File: src/rgb2yuv_pkg.sv
// ----------------------------------------------------------------------------
// rgb2yuv_pkg
// Shared types and constants of the RGB to YUV 4:2:0 converter.
// ----------------------------------------------------------------------------
package rgb2yuv_pkg;

    localparam int MAX_WIDTH  = 4096;
    localparam int MAX_HEIGHT = 4096;

    // frame size registers
    localparam int SIZE_W    = 13;
    localparam int CFG_IDX_W = 2;
    localparam int COL_W     = $clog2(MAX_WIDTH);
    localparam int ROW_W     = $clog2(MAX_HEIGHT);

    localparam logic [SIZE_W-1:0] RST_FRAME_WIDTH  = SIZE_W'(352);
    localparam logic [SIZE_W-1:0] RST_FRAME_HEIGHT = SIZE_W'(288);

    typedef enum logic [CFG_IDX_W-1:0] {
        REG_FRAME_WIDTH  = 2'd0,
        REG_FRAME_HEIGHT = 2'd1
    } t_cfg_reg;

    typedef enum logic [1:0] {
        CK_NONE = 2'd0,
        CK_U    = 2'd1,
        CK_V    = 2'd2
    } t_chroma_kind;

    // arithmetic widths
    localparam int SUM_W = 18;

endpackage

File: src/rgb_to_yuv420_converter.sv
// ----------------------------------------------------------------------------
// rgb_to_yuv420_converter
// BT.601 integer RGB to YUV 4:2:0 pixel-stream converter with frame counters.
// ----------------------------------------------------------------------------
// One RGB pixel word enters on the input channel (i_in_valid / o_in_ready),
// in frame read order. Every pixel gives one output word on the output
// channel (o_out_valid / i_out_ready) with its luma, a chroma byte and its
// kind (U on even rows at even columns, V on odd rows at even columns, none
// otherwise) and a flag on the last pixel of the frame.
// The frame size is set through the configuration channel (i_cfg_valid,
// always ready); write it only while no pixel is in flight.
// An input register holds the pixel and its position flags, then the
// constant-coefficient sums feed the output register.
// Throughput is one pixel per clock while the receiver is ready; each stage is
// a single register, and a stage takes a new word whenever it is empty or the stage after it drains.
// When the receiver stalls, the output word holds and the input register
// fills; o_in_ready drops only when both stages are full.
// Synchronous reset clears both stages, the column and row counters, and
// loads the frame size of 352 x 288.
// ----------------------------------------------------------------------------
module rgb_to_yuv420_converter (
    input  logic                                  i_clk,
    input  logic                                  i_rst_n,
    // configuration
    input  logic                                  i_cfg_valid,
    output logic                                  o_cfg_ready,
    input  logic [rgb2yuv_pkg::CFG_IDX_W-1:0]     i_cfg_index,
    input  logic [rgb2yuv_pkg::SIZE_W-1:0]        i_cfg_data,
    // pixel input
    input  logic                                  i_in_valid,
    output logic                                  o_in_ready,
    input  logic [7:0]                            i_in_red,
    input  logic [7:0]                            i_in_green,
    input  logic [7:0]                            i_in_blue,
    // result output
    output logic                                  o_out_valid,
    input  logic                                  i_out_ready,
    output logic [7:0]                            o_out_luma,
    output rgb2yuv_pkg::t_chroma_kind             o_out_chroma_kind,
    output logic [7:0]                            o_out_chroma,
    output logic                                  o_out_frame_end
);
    import rgb2yuv_pkg::*;

    logic [SIZE_W-1:0] r_frame_width;
    logic [SIZE_W-1:0] r_frame_height;

    logic [COL_W-1:0] r_col, n_col;
    logic [ROW_W-1:0] r_row, n_row;
    logic [COL_W-1:0] last_col_idx;
    logic [ROW_W-1:0] last_row_idx;
    logic             last_col;
    logic             last_row;
    logic             in_fire;
    logic             cfg_fire;

    // input stage
    logic         r_s1_valid;
    logic [7:0]   r_s1_red;
    logic [7:0]   r_s1_green;
    logic [7:0]   r_s1_blue;
    t_chroma_kind r_s1_kind;
    logic         r_s1_frame_end;
    t_chroma_kind s1_kind;

    // output stage
    logic         r_out_valid;
    logic [7:0]   r_out_luma;
    t_chroma_kind r_out_kind;
    logic [7:0]   r_out_chroma;
    logic         r_out_frame_end;
    logic         s2_ready;
    logic         s1_adv;

    logic signed [SUM_W-1:0] red_s;
    logic signed [SUM_W-1:0] green_s;
    logic signed [SUM_W-1:0] blue_s;
    logic signed [SUM_W-1:0] y_sum;
    logic signed [SUM_W-1:0] u_sum;
    logic signed [SUM_W-1:0] v_sum;
    logic [7:0]              n_luma;
    logic [7:0]              n_chroma;

    assign o_cfg_ready = 1'b1;
    assign cfg_fire    = i_cfg_valid & o_cfg_ready;

    always_ff @(posedge i_clk) begin
        if (!i_rst_n) begin
            r_frame_width  <= RST_FRAME_WIDTH;
            r_frame_height <= RST_FRAME_HEIGHT;
        end else if (cfg_fire) begin
            unique case (i_cfg_index)
                REG_FRAME_WIDTH:  r_frame_width  <= i_cfg_data;
                REG_FRAME_HEIGHT: r_frame_height <= i_cfg_data;
                default: ;
            endcase
        end
    end

    // last index of the effective size: zero counts as one, oversize clips
    always_comb begin
        if (r_frame_width == '0) begin
            last_col_idx = '0;
        end else if (r_frame_width >= SIZE_W'(MAX_WIDTH)) begin
            last_col_idx = COL_W'(MAX_WIDTH - 1);
        end else begin
            last_col_idx = COL_W'(r_frame_width - SIZE_W'(1));
        end
        if (r_frame_height == '0) begin
            last_row_idx = '0;
        end else if (r_frame_height >= SIZE_W'(MAX_HEIGHT)) begin
            last_row_idx = ROW_W'(MAX_HEIGHT - 1);
        end else begin
            last_row_idx = ROW_W'(r_frame_height - SIZE_W'(1));
        end
    end

    assign last_col = (r_col >= last_col_idx);
    assign last_row = (r_row >= last_row_idx);

    always_comb begin
        if (last_col) begin
            n_col = '0;
            n_row = last_row ? '0 : r_row + ROW_W'(1);
        end else begin
            n_col = r_col + COL_W'(1);
            n_row = r_row;
        end
        if (r_col[0]) begin
            s1_kind = CK_NONE;
        end else if (r_row[0]) begin
            s1_kind = CK_V;
        end else begin
            s1_kind = CK_U;
        end
    end

    assign s2_ready   = !r_out_valid || i_out_ready;
    assign s1_adv     = r_s1_valid && s2_ready;
    assign o_in_ready = !r_s1_valid || s2_ready;
    assign in_fire    = i_in_valid && o_in_ready;

    always_ff @(posedge i_clk) begin
        if (!i_rst_n) begin
            r_col       <= '0;
            r_row       <= '0;
            r_s1_valid  <= 1'b0;
            r_out_valid <= 1'b0;
        end else begin
            if (in_fire) begin
                r_col <= n_col;
                r_row <= n_row;
            end
            if (o_in_ready) begin
                r_s1_valid <= i_in_valid;
            end
            if (s2_ready) begin
                r_out_valid <= r_s1_valid;
            end
        end
    end

    always_ff @(posedge i_clk) begin
        if (in_fire) begin
            r_s1_red       <= i_in_red;
            r_s1_green     <= i_in_green;
            r_s1_blue      <= i_in_blue;
            r_s1_kind      <= s1_kind;
            r_s1_frame_end <= last_col && last_row;
        end
        if (s1_adv) begin
            r_out_luma      <= n_luma;
            r_out_kind      <= r_s1_kind;
            r_out_chroma    <= n_chroma;
            r_out_frame_end <= r_s1_frame_end;
        end
    end

    // constant-coefficient sums, rounding term folded in
    always_comb begin
        red_s   = SUM_W'(r_s1_red);
        green_s = SUM_W'(r_s1_green);
        blue_s  = SUM_W'(r_s1_blue);
        y_sum   = SUM_W'(66) * red_s + SUM_W'(129) * green_s
                + SUM_W'(25) * blue_s + SUM_W'(128);
        // extra 32768 keeps the chroma sum positive so bits 15:8 floor it
        u_sum   = SUM_W'(112) * blue_s - SUM_W'(38) * red_s
                - SUM_W'(74) * green_s + SUM_W'(128 + 32768);
        v_sum   = SUM_W'(112) * red_s - SUM_W'(94) * green_s
                - SUM_W'(18) * blue_s + SUM_W'(128 + 32768);
        n_luma  = y_sum[15:8] + 8'd16;
        case (r_s1_kind)
            CK_U:    n_chroma = u_sum[15:8];
            CK_V:    n_chroma = v_sum[15:8];
            default: n_chroma = 8'd0;
        endcase
    end

    assign o_out_valid       = r_out_valid;
    assign o_out_luma        = r_out_luma;
    assign o_out_chroma_kind = r_out_kind;
    assign o_out_chroma      = r_out_chroma;
    assign o_out_frame_end   = r_out_frame_end;

    // counters wrap to the frame origin right after the last pixel
    a_frame_wrap: assert property (@(posedge i_clk) disable iff (!i_rst_n)
        in_fire && last_col && last_row |=> r_col == '0 && r_row == '0)
        else $error("counters did not wrap after last pixel");

    a_luma_range: assert property (@(posedge i_clk) disable iff (!i_rst_n)
        o_out_valid |-> o_out_luma >= 8'd16 && o_out_luma <= 8'd235)
        else $error("luma out of range");

    a_chroma_range: assert property (@(posedge i_clk) disable iff (!i_rst_n)
        o_out_valid && o_out_chroma_kind != CK_NONE
            |-> o_out_chroma >= 8'd16 && o_out_chroma <= 8'd240)
        else $error("chroma out of range");

    a_chroma_none: assert property (@(posedge i_clk) disable iff (!i_rst_n)
        o_out_valid && o_out_chroma_kind == CK_NONE |-> o_out_chroma == 8'd0)
        else $error("chroma nonzero without a chroma sample");

endmodule

File: config.mk
export PLATFORM = sky130hd
export DESIGN_NAME = rgb_to_yuv420_converter
export DESIGN_NICKNAME = d
export VERILOG_FILES = /design/src/rgb2yuv_pkg.sv /design/src/rgb_to_yuv420_converter.sv
export SDC_FILE = /design/constraint.sdc
export NUM_CORES = 1
export LEC_CHECK = 0
export BUFFER_PORTS_ARGS = -buffer_cell sky130_fd_sc_hd__buf_2
export CORE_UTILIZATION = 43
export CTS_CLUSTER_SIZE = 28
export DETAILED_ROUTE_END_ITERATION = 8
export GPL_TIMING_DRIVEN = 0
export PLACE_DENSITY = 0.6
export SYNTH_ARGS = -nofsm -noshare
export SYNTH_HDL_FRONTEND = slang
export SYNTH_SLANG_ARGS = --single-unit
File: constraint.sdc
create_clock -name i_clk -period 8.6 [get_ports i_clk]
set_clock_uncertainty 0.2 [all_clocks]
set_input_delay 1.72 -clock i_clk [delete_from_list [all_inputs] [get_ports i_clk]]
set_output_delay 1.72 -clock i_clk [all_outputs]
set_load 0.1 [all_outputs]
# Yosys cells after proc, flatten, opt, wreduce, memory -nomap -nowiden
# Index checks and enable logic that the tools add are counted.
# word_totals
regBits	98
input_bits	44
out_inout_bits	22
wordCells	66
# op_classes
add_sub_neg	14
mul	9
n_lt_le_gt_ge	4
eq_ne	3
mux	8
n_reduce_logical	13
# ops
op	count
12-bit 2-to-1 mux	6
6-bit by 8-bit multiplier with 14-bit output (first input constant)	3
16-bit adder (second input constant)	2
13-bit >= comparator (second input constant)	2
13-bit zero test	2
5-bit by 8-bit multiplier with 13-bit output (first input constant)	2
12-bit by 1-bit adder with 12-bit output (second input constant)	2
12-bit >= comparator	2
12-bit by 1-bit subtractor with 12-bit output (second input constant)	2
3-bit by 8-bit multiplier with 11-bit output (first input constant)	2
15-bit by 16-bit adder with 16-bit output	1
16-bit by 13-bit adder with 16-bit output	1
16-bit by 9-bit adder with 16-bit output (second input constant)	1
8-bit by 8-bit multiplier with 16-bit output (first input constant)	1
8-bit case mux with 2 select lines	1
15-bit by 14-bit subtractor with 16-bit output	1
15-bit by 15-bit subtractor with 16-bit output	1
16-bit by 14-bit subtractor with 16-bit output	1
16-bit subtractor	1
4-bit by 8-bit multiplier with 12-bit output (first input constant)	1
8-bit by 5-bit adder with 8-bit output (second input constant)	1
2-bit AND reduction	3
2-bit by 1-bit equality test with 1-bit output (second input constant)	2
1-bit logical AND	3
5 further kinds	7

# Longest topological paths before layout
# Gate-level depths: netlist of the first run.
# depth
depth_word	5
ltp_mapped	25
depth_no_buf	25

# Worst setup path before layout of the first run
# Ideal clock, no wire load.
# synth_path
kind	register to register
from	register r_s1_red[2]
to	register r_out_luma[7], in the netlist o_out_luma[7], data pin
setup_ps	258
arrival_time_ps	5530
required_time_ps	8142
path_slack_ps	2613
stages_incl_launch_ff	21
n_path_buf	0
period_less_slack_ps	5987
cell_sequence	edfxtp_1 ha_1 ha_1 ha_1 inv_1 fa_1 xnor2_1 ha_1 inv_1 fa_1 inv_1 fa_1 fa_1 ha_1 ha_1 and3_1 and3_1 nor3_1 mux2_2 and4b_1 xnor2_1
# synth_between
elab_chain_cells	5
# synth_rtl
element	line_no	rtl
start, declared	rgb_to_yuv420_converter.sv:59	logic [7:0] r_s1_red;
start signal, assigned	rgb_to_yuv420_converter.sv:165	r_s1_red <= i_in_red;
6-bit by 8-bit multiplier with 14-bit output	rgb_to_yuv420_converter.sv:184	y_sum = SUM_W'(66) * red_s + SUM_W'(129) * green_s
15-bit by 16-bit adder with 16-bit output	rgb_to_yuv420_converter.sv:184	
16-bit by 13-bit adder with 16-bit output	rgb_to_yuv420_converter.sv:185	+ SUM_W'(25) * blue_s + SUM_W'(128);
16-bit by 9-bit adder with 16-bit output	rgb_to_yuv420_converter.sv:185	
8-bit by 5-bit adder with 8-bit output	rgb_to_yuv420_converter.sv:191	n_luma = y_sum[15:8] + 8'd16;
net n_luma[7]	rgb_to_yuv420_converter.sv:81	logic [7:0] n_luma;
end signal, assigned	rgb_to_yuv420_converter.sv:172	r_out_luma <= n_luma;
end, declared	rgb_to_yuv420_converter.sv:68	logic [7:0] r_out_luma;
# The timed path passes the listed nets, and every way through them passes these cells.
# A chain may end at the register's enable or synchronous reset.

# Final worst setup path of the first run
# layout_path
from	register r_s1_green[3]
to	register r_out_chroma[7], in the netlist o_out_chroma[7], data pin
# layout_between
elab_chain_cells	5
elab_cells_between_ends	8
cone_classes	add/sub (5); mul (2); mux (1)
# layout_rtl
element	line_no	rtl
start, declared	rgb_to_yuv420_converter.sv:60	logic [7:0] r_s1_green;
start signal, assigned	rgb_to_yuv420_converter.sv:166	r_s1_green <= i_in_green;
6-bit by 8-bit multiplier with 14-bit output	rgb_to_yuv420_converter.sv:189	v_sum = SUM_W'(112) * red_s - SUM_W'(94) * green_s
15-bit by 15-bit subtractor with 16-bit output	rgb_to_yuv420_converter.sv:189	
16-bit by 14-bit subtractor with 16-bit output	rgb_to_yuv420_converter.sv:190	- SUM_W'(18) * blue_s + SUM_W'(128 + 32768);
16-bit adder	rgb_to_yuv420_converter.sv:190	
8-bit case mux with 2 select lines *	rgb_to_yuv420_converter.sv:192	case (r_s1_kind)
net n_chroma[7]	rgb_to_yuv420_converter.sv:82	logic [7:0] n_chroma;
end signal, assigned	rgb_to_yuv420_converter.sv:174	r_out_chroma <= n_chroma;
end, declared	rgb_to_yuv420_converter.sv:70	logic [7:0] r_out_chroma;
# The timed path passes the listed nets; every way through them passes the cells marked *.

==> summary.txt, run 1 <==
Power and ir drop
  • Switching portion of total power: about half
  • Pwr per Cell Area: 335 nW/µm²
  • Reg power frac: between 10% and 20%
  • Lkg Pwr: ~6.4 nW
  • Comb power frac: approximately three quarters
  • Worst VDD drop: ~0.23 mV
  • P_int: 2.17 mW
  • Clk pwr share: approximately 9.9%
  • Total Power: 4.35 mW
  • Switching power: between 2 and 2.5 mW

Timing
  • Hold slack final: ~0.22 ns
  • Final setup margin: 1.71 ns
  • Fin. Hold Viols: 0
  • Max-slew headroom: between 40% and 50%
  • Slew @ Worst Pin: around 0.84 ns
  • Fmax: approximately 150 MHz
  • Setup TNS: 0 ns
  • Final setup viols: 0
  • Final period util: 80.1%
  • Final Critical Period: 6.89 ns
  • Final Slew Violations: 0
  • RSZ-0062 raised after global routing: no

Setup path
  • Max FO, Critical Path: 7
  • Crit Path Category: reg2reg
  • R2R depth: 22
  • Worst R2R End: o_out_chroma[7]$_DFFE_PP_
  • R2R Path Start: r_s1_green[3]$_DFFE_PP_
  • R2R setup slack: 1.71 ns
  • CP Capture Type: flip-flop
  • Startpoint types: flip-flop
  • Critical Path AT: just under 7 ns
  • CP required: approximately 8.5 ns

GRT
  • Vias in the first global route: about 8,500
  • Initial antenna violation count: 0
  • Total GRT Usage: around 18%
  • Pin count of the biggest net entering global routing: 35
  • Grt total ovfl: 0
  • First-pass GRT wire length: 41,100 µm

Finish
  • Fin cells: approximately 1,700
  • Share of layout cells above drive strength 1: ~7.3%
  • Final Util: approximately 48%
  • Fin nets: 1,733
  • Commonest non-fill, non-tap cell in the layout: ha_1
  • Area Overhead vs Synth: 9.03%
  • Fin area: 13,000 µm²
  • Most frequent cells in the layout: 256 x ha_1, 216 x inv_1, 91 x nand2_1
  • Ant. Diodes: 0
  • Filler cells: between 2,000 and 3,000

Synthesis
  • Cell variety after synth: around 60
  • Seq cells post-synth: 98
  • Asr flop ratio synth: 0%
  • Yosys warns: 0
  • Post-Syn Area: approximately 12,000 µm²
  • Commonest register cell after synthesis: dfxtp_1
  • Post-Syn Instances: 1,270
  • EDFF count, synth: 46
  • Mapped Nets: ~1,700
  • Seq/Total Area, Yosys: 20.4%
  • Synth Area per Inst: between 9 and 10 µm²

CTS
  • CTS Buf Count: 9
  • H-tree Lvls: 3
  • CTS tree: built
  • Setup Buffers After CTS: 0
  • Clock transition at path regs: ~0.08 ns
  • Insertion delay to the later sink of the worst-skew pair: ~0.36 ns
  • Root Buffer Master: clkbuf_16
  • # hold bufs at CTS: 0
  • Clock buffer depth: 2
  • # resized after CTS: 0
  • # clock sinks: 98

Outcome
  • Outcome: finished clean

Floorplan
  • DIE AREA: around 28,000 µm²
  • CORE AREA: approximately 27,000 µm²
  • Die X: between 150 and 200 µm
  • Initial Util: 44.0%
  • Die Height: about 170 µm
  • Row count: 60
  • IO Pins: 66

Routing
  • Initial DRC count: roughly 320
  • Drt first pass iters: 8
  • WL final: about 25,000 µm
  • Via-per-instance ratio: a little over 5
  • Via count: about 8,600
  • Drt wl/cell: between 10 and 15 µm
  • Post-route antenna net violation count: 0
  • Remaining DRCs: 0

Hold path
  • Hold path cells: 0
  • WHS Endpoint: o_out_frame_end$_DFFE_PP_
  • Worst hold-check path type: reg2reg
  • Worst hold start: r_s1_frame_end$_DFFE_PP_

Place
  • RePlAce Congestion: ~0.83
  • Port bufs: 64
  • Dpl ws: about 1.7 ns
  • Placed cell area: around 13,000 µm²
  • Inst Count DP: 1,676
  • Post-DP HPWL: 21,000 µm

Job
  • Max-cap violation count: 0
-- area by class of cell --
type	count	area, µm²	area share (%)
clock inverter	4	42.5	0.328
tap	341	427	3.29
clock buffer	12	268	2.06
sequential	98	2420	18.7
buffer	19	86.3	0.665
multi-input combinational	936	8580	66.1
timing repair buffer	65	335	2.58
inverter	217	815	6.28
-- worst max-delay path: stages, from the launching register on --
cell and delay (ns):
edfxtp_1 0.68, inv_1 0.18, fa_1 0.53, inv_1 0.04
ha_1 0.29, fa_1 0.56, inv_1 0.07, fa_1 0.45
nor2b_1 0.13, o21ai_0 0.11, a21boi_0 0.28, nor2_1 0.12
fa_1 0.54, inv_1 0.04, ha_1 0.29, ha_1 0.33
and3_1 0.17, a211oi_1 0.50, a21oi_1 0.21, nor4b_1 0.47
o31ai_1 0.16, xnor2_1 0.18, o22ai_1 0.11
-- kinds of logic after synthesis --
logic type               count (synthesis)  synth area share, %
adder cells (fa/ha/maj)                343                 41.6
AND/OR/NAND/NOR                        289                 12.0
buffers and inverters                  236                 7.57
AO/OA/AOI/OAI                          202                 11.0
flip-flops                              98                 20.4
XOR/XNOR                                97                 7.14
multiplexers                             4                0.347
other                                    1               0.0315
-- sequential cells by signal, indices dropped and copies added (netlist names) --
signal             flops
o_out_chroma           8
o_out_chroma_kind      2
o_out_frame_end        1
o_out_luma             8
o_out_valid            1
r_col                 12
r_frame_height        13
r_frame_width         13
r_row                 12
r_s1_blue              8
r_s1_frame_end         1
r_s1_green             8
r_s1_kind              2
r_s1_red               8
r_s1_valid             1
-- synthesized netlist by cell type (3+ instances only) --
library cell  number  share of area [%]
mux2i_1            3               0.25
nor4b_1            3               0.22
xnor2_1           69                5.1
a21boi_0          29                1.8
o21ai_0           32                1.3
o31ai_1            3               0.19
a21o_1            21                1.3
nand2b_1           8               0.42
edfxtp_1          46                 12
a21oi_1           58                2.4
o22ai_1            6               0.32
a22oi_1            3               0.19
nand2_1           91                2.9
dfxtp_1           52                8.7
or4_1              3               0.19
nand3_1           25                1.1
buf_2              3               0.13
o21bai_1          14               0.88
or4_4              3               0.28
inv_1            216                6.8
o211ai_1           6               0.38
ha_1             256                 27
and3b_1            3               0.22
and2_1             4               0.21
nor3b_1            5               0.32
xor2_1            28                2.1
nor3_1            22               0.93
fa_1              87                 15
a211o_1            5               0.37
and3_1             9               0.47
clkbuf_1          14               0.44
nor2_1            68                2.1
o21a_1             9               0.57
nor4_1             6               0.32
nand4_1           10               0.53
nand3b_1           3               0.19
nor2b_1           15               0.79
a211oi_1           6               0.38
-- worst max path at each step --
stage	depth (start not counted)	start	end
detailed placement	22	r_s1_green[2]$_DFFE_PP_	o_out_chroma[5]$_DFFE_PP_
finish	22	r_s1_green[3]$_DFFE_PP_	o_out_chroma[7]$_DFFE_PP_
global route	22	r_s1_green[2]$_DFFE_PP_	o_out_chroma[7]$_DFFE_PP_
floorplan	20	r_s1_red[2]$_DFFE_PP_	o_out_luma[7]$_DFFE_PP_
CTS	22	r_s1_green[2]$_DFFE_PP_	o_out_chroma[5]$_DFFE_PP_
global placement	22	r_s1_green[2]$_DFFE_PP_	o_out_chroma[5]$_DFFE_PP_
-- metal layers --
layer | vias up | share of wire [%] | wire length (µm) | track usage [%]
li1 | 4440 | - | - | -
met1 | 4034 | 47 | 11700 | 23.3
met2 | 83 | 50 | 12600 | 33.7
met3 | 16 | 2.5 | 619 | 2.37
met4 | 0 | 1.0 | 257 | 3.75
met5 | - | 0 | 0 | 0
-- power by group through the flow --
stage	clock, mW	sequential, mW	combinational (mW)
after floorplan	0	0.892	2.30
after detailed placement	0	0.653	3.34
after CTS	0.440	0.643	3.38
final	0.429	0.640	3.28
after global routing	0.457	0.647	3.73
after global placement	0	0.653	3.32
Note: power is estimated with default switching activity, not from simulation.
==> run 2, diff against run 1 <==
--- a/config.mk
+++ b/config.mk
@@ -5,12 +5,13 @@
 export SDC_FILE = /design/constraint.sdc
 export NUM_CORES = 1
 export LEC_CHECK = 0
+export ABC_AREA = 1
 export BUFFER_PORTS_ARGS = -buffer_cell sky130_fd_sc_hd__buf_2
 export CORE_UTILIZATION = 43
 export CTS_CLUSTER_SIZE = 28
 export DETAILED_ROUTE_END_ITERATION = 8
 export GPL_TIMING_DRIVEN = 0
-export PLACE_DENSITY = 0.6
+export PLACE_DENSITY = 0.62
 export SYNTH_ARGS = -nofsm -noshare
 export SYNTH_HDL_FRONTEND = slang
 export SYNTH_SLANG_ARGS = --single-unit
==> constraint.sdc (replaced) <==
create_clock -name i_clk -period 6.1 [get_ports i_clk]
set_clock_uncertainty 0.2 [all_clocks]
set_input_delay 1.22 -clock i_clk [delete_from_list [all_inputs] [get_ports i_clk]]
set_output_delay 1.22 -clock i_clk [all_outputs]
set_load 0.1 [all_outputs]
==> summary.txt, run 2 <==
Outcome
  • Outcome: finished clean

CTS
  • Insertion delay to the later sink of the worst-skew pair: 0.38 ns (+0.02 ns)
  • # clock sinks: 98 (unchanged)
  • H-tree Lvls: 3 (unchanged)
  • Clock transition at path regs: 0.08 ns (about the same)
  • # hold bufs at CTS: 0 (unchanged)
  • Root Buffer Master: clkbuf_16
  • Clock buffer depth: 2 (unchanged)
  • CTS tree: built
  • CTS Buf Count: 9 (unchanged)

Synthesis
  • Mapped Nets: 2,050 (+24%)
  • Commonest register cell after synthesis: dfxtp_1
  • Seq cells post-synth: 98 (unchanged)
  • Cell variety after synth: 48 (-19%)
  • Yosys warns: 0 (unchanged)
  • Synth Area per Inst: 7.84 µm² (-16%)
  • Seq/Total Area, Yosys: 18.6% (-1.8 points)
  • Main area contributors after synthesis: ha_1 25%, fa_1 13%, edfxtp_1 11%
  • Most frequent cell after synthesis: inv_1
  • Post-Syn Area: 13,000 µm² (+9.6%)
  • Top cells by count, synth: 331 x inv_1, 312 x nand2_1, 256 x ha_1
  • Biggest area consumer among synthesized cells: ha_1
  • Share of the synthesized area in the top cell type: 24.6% (-2.3 points)
  • Post-Syn Instances: 1,663 (+31%)
  • EDFF count, synth: 46 (unchanged)
  • Asr flop ratio synth: 0% (unchanged)

Power and ir drop
  • Worst VDD drop: 0.419 mV (+86%)
  • Pwr per Cell Area: 518 nW/µm² (+55%)
  • Reg power frac: 11.8% (-2.9 points)
  • P_int: 3.34 mW (+54%)
  • Comb power frac: 80.0% (+4.6 points)
  • Switching power: 4.15 mW (+90%)
  • Clk pwr share: 8.2% (-1.7 points)
  • Switching portion of total power: 55.4% (+5.2 points)
  • Lkg Pwr: 7.58 nW (+19%)

Floorplan
  • Die Height: 176 µm (+4.6%)
  • CORE AREA: 29,700 µm² (+10%)
  • IO Pins: 66 (unchanged)
  • DIE AREA: 31,000 µm² (+9.4%)
  • Die X: 176 µm (+4.6%)
  • Row count: 63 (+5.0%)
  • Initial Util: 43.9% (-0.16 points)

GRT
  • First-pass GRT wire length: 49,700 µm (+21%)
  • Total GRT Usage: 20.3% (+1.8 points)
  • Vias in the first global route: 10,400 (+22%)
  • Grt total ovfl: 0 (unchanged)
  • Pin count of the biggest net entering global routing: 37 (+5.7%)
  • Initial antenna violation count: 3 (+3)

Timing
  • Final setup margin: 0.310 ns (-1.40 ns)
  • Final setup viols: 0 (unchanged)
  • Final period util: 94.9% (+15 points)
  • Max-slew headroom: 43.3% (-0.71 points)
  • Final Slew Violations: 0 (unchanged)
  • Slew @ Worst Pin: 0.850 ns (+0.0107 ns)
  • Fin. Hold Viols: 0 (unchanged)
  • Final Critical Period: 5.79 ns (-1.10 ns)
  • Fmax: 173 MHz (+19%)

Finish
  • Most frequent cells in the layout: 330 x inv_1, 312 x nand2_1, 252 x ha_1
  • Filler cells: 2,936 (+14%)
  • Fin cells: 2,164 (+28%)
  • Share of layout cells above drive strength 1: 9.09% (+1.8 points)
  • Fin nets: 2,153 (+24%)
  • Biggest regs: r_frame_height (13), r_frame_width (13)
  • Area Overhead vs Synth: 10.9%
  • Commonest non-fill, non-tap cell in the layout: inv_1

Place
  • Inst Count DP: 2,118 (+26%)
  • Dpl ws: -0.0249 ns (-1.70 ns)
  • RePlAce Congestion: 0.936 (+13%)
  • Port bufs: 64 (unchanged)
  • Post-DP HPWL: 25,600 µm (+22%)

Hold path
  • Worst hold-check path type: reg2reg
  • WHS Endpoint: o_out_frame_end$_DFFE_PP_
  • Worst hold start: r_s1_frame_end$_DFFE_PP_
  • Hold path cells: 0 (unchanged)

Job
  • Max-cap violation count: 0 (unchanged)

Routing
  • Remaining DRCs: 0 (unchanged)
  • Initial DRC count: 497 (+56%)
  • Via-per-instance ratio: 4.98 (-1.7%)
  • Drt wl/cell: 14.0 µm (-5.6%)
  • Drt first pass iters: 5 (-3)
  • Post-route antenna net violation count: 0 (unchanged)
  • Via count: 10,800 (+26%)
  • WL final: 30,400 µm (+21%)

Setup path
  • Crit Path Category: reg2reg
  • Critical Path AT: 5.73 ns (-1.06 ns)
  • R2R depth: 21 (-4.5%)
  • Worst R2R End: o_out_luma[6]$_DFFE_PP_
  • R2R Path Start: r_s1_red[2]$_DFFE_PP_
  • Startpoint types: flip-flop
  • Max FO, Critical Path: 4 (-3)
  • CP Capture Type: flip-flop
  • CP required: 6.04 ns (-2.46 ns)
  • R2R setup slack: 0.31 ns (-1.40 ns)
[run 2: cell count changes after synthesis, sizes merged, moves of 26 or more]
cell / previous run / this run
o21ai: 32 / 58
a21oi: 58 / 100
nand2: 91 / 318
inv: 216 / 335
nand3: 25 / 102
a21boi: 29 / 3
nor2: 68 / 120
xnor2: 69 / 25
[run 2: routing by layer]
layer / share of wire [%] / global-route usage [%]
met5: 0.026 / 0
met4: 1.4 / 5.11
met3: 3.8 / 3.55
met2: 49 / 35.5
met1: 46 / 25.8
[run 2: timing repair]
| item | in CTS | in global routing |
|---|---|---|
| pin swaps | 0 | 3 |
| buffers inserted | 1 | 26 |
| resized for setup | 0 | 11 |
| setup endpoints to repair | 1 | 9 |
[run 2: worst max-delay path, cell delays in order, from the launching register on]
cell,delay [ns]
edfxtp_1,0.50
ha_1,0.34
ha_1,0.28
ha_1,0.18
inv_1,0.06
fa_1,0.40
xnor2_1,0.15
ha_1,0.27
inv_1,0.05
fa_1,0.49
inv_1,0.05
fa_1,0.46
fa_1,0.49
ha_1,0.35
ha_4,0.30
nand2_1,0.09
nor2_1,0.15
nand3_1,0.11
nand4_1,0.11
nand2_1,0.13
ha_1,0.24
xor2_1,0.16
[run 2: cell type report]
| type | instances | area [µm²] | share of cell area, % |
|---|---|---|---|
| Clock buffer | 10 | 250 | 1.73 |
| Buffer | 18 | 92.6 | 0.641 |
| Tap cell | 390 | 488 | 3.38 |
| Antenna cell | 3 | 7.51 | 0.0519 |
| Clock inverter | 6 | 62.6 | 0.433 |
| Inverter | 335 | 1260 | 8.70 |
| Sequential cell | 98 | 2420 | 16.8 |
| Timing Repair Buffer | 92 | 538 | 3.72 |
| Multi-Input combinational cell | 1212 | 9340 | 64.6 |
[run 2: worst max-delay path by stage]
stage	start	endpoint	depth (start not counted)
after floorplan	r_s1_red[7]$_DFFE_PP_	o_out_luma[6]$_DFFE_PP_	23
after global placement	r_s1_red[7]$_DFFE_PP_	o_out_luma[6]$_DFFE_PP_	21
after detailed placement	r_s1_red[7]$_DFFE_PP_	o_out_luma[6]$_DFFE_PP_	21
after CTS	r_s1_green[3]$_DFFE_PP_	o_out_chroma[6]$_DFFE_PP_	25
after global routing	r_s1_green[4]$_DFFE_PP_	o_out_chroma[6]$_DFFE_PP_	26
final	r_s1_red[2]$_DFFE_PP_	o_out_luma[6]$_DFFE_PP_	21
[run 2: logic make-up after synthesis]
family                   count (synthesis)  synth area share (%)
AND/OR/NAND/NOR                        604                  20.4
flip-flops                              98                  18.6
buffers and inverters                  353                  10.4
adder cells (fa/ha/maj)                343                  37.9
other                                    1                0.0288
AO/OA/AOI/OAI                          207                  8.89
XOR/XNOR                                57                  3.83
[run 2: power groups by stage]
stage / Combinational (mW) / Sequential [mW] / Clock [mW]
after floorplan: 4.26 / 1.23 / 0
after global placement: 5.74 / 0.911 / 0
after detailed placement: 5.82 / 0.912 / 0
after CTS: 5.88 / 0.896 / 0.640
after global routing: 6.89 / 0.893 / 0.653
final: 6.00 / 0.885 / 0.611
[run 2: per-stage QoR]
stage / setup TNS [ns] / power (mW) / instance area, µm² / hold slack, ns / utilization (%)
after floorplan: 0 / 5.49 / 13000 / 0.200 / -
after global placement: -0.00891 / 6.65 / 13800 / 0.203 / 46.6
after detailed placement: -0.0249 / 6.74 / 13900 / 0.208 / 46.7
after CTS: 0 / 7.41 / 14200 / 0.228 / 47.7
after global routing: -0.0486 / 8.44 / 14400 / 0.248 / 48.6
final: 0 / 7.49 / 14500 / 0.225 / 48.6
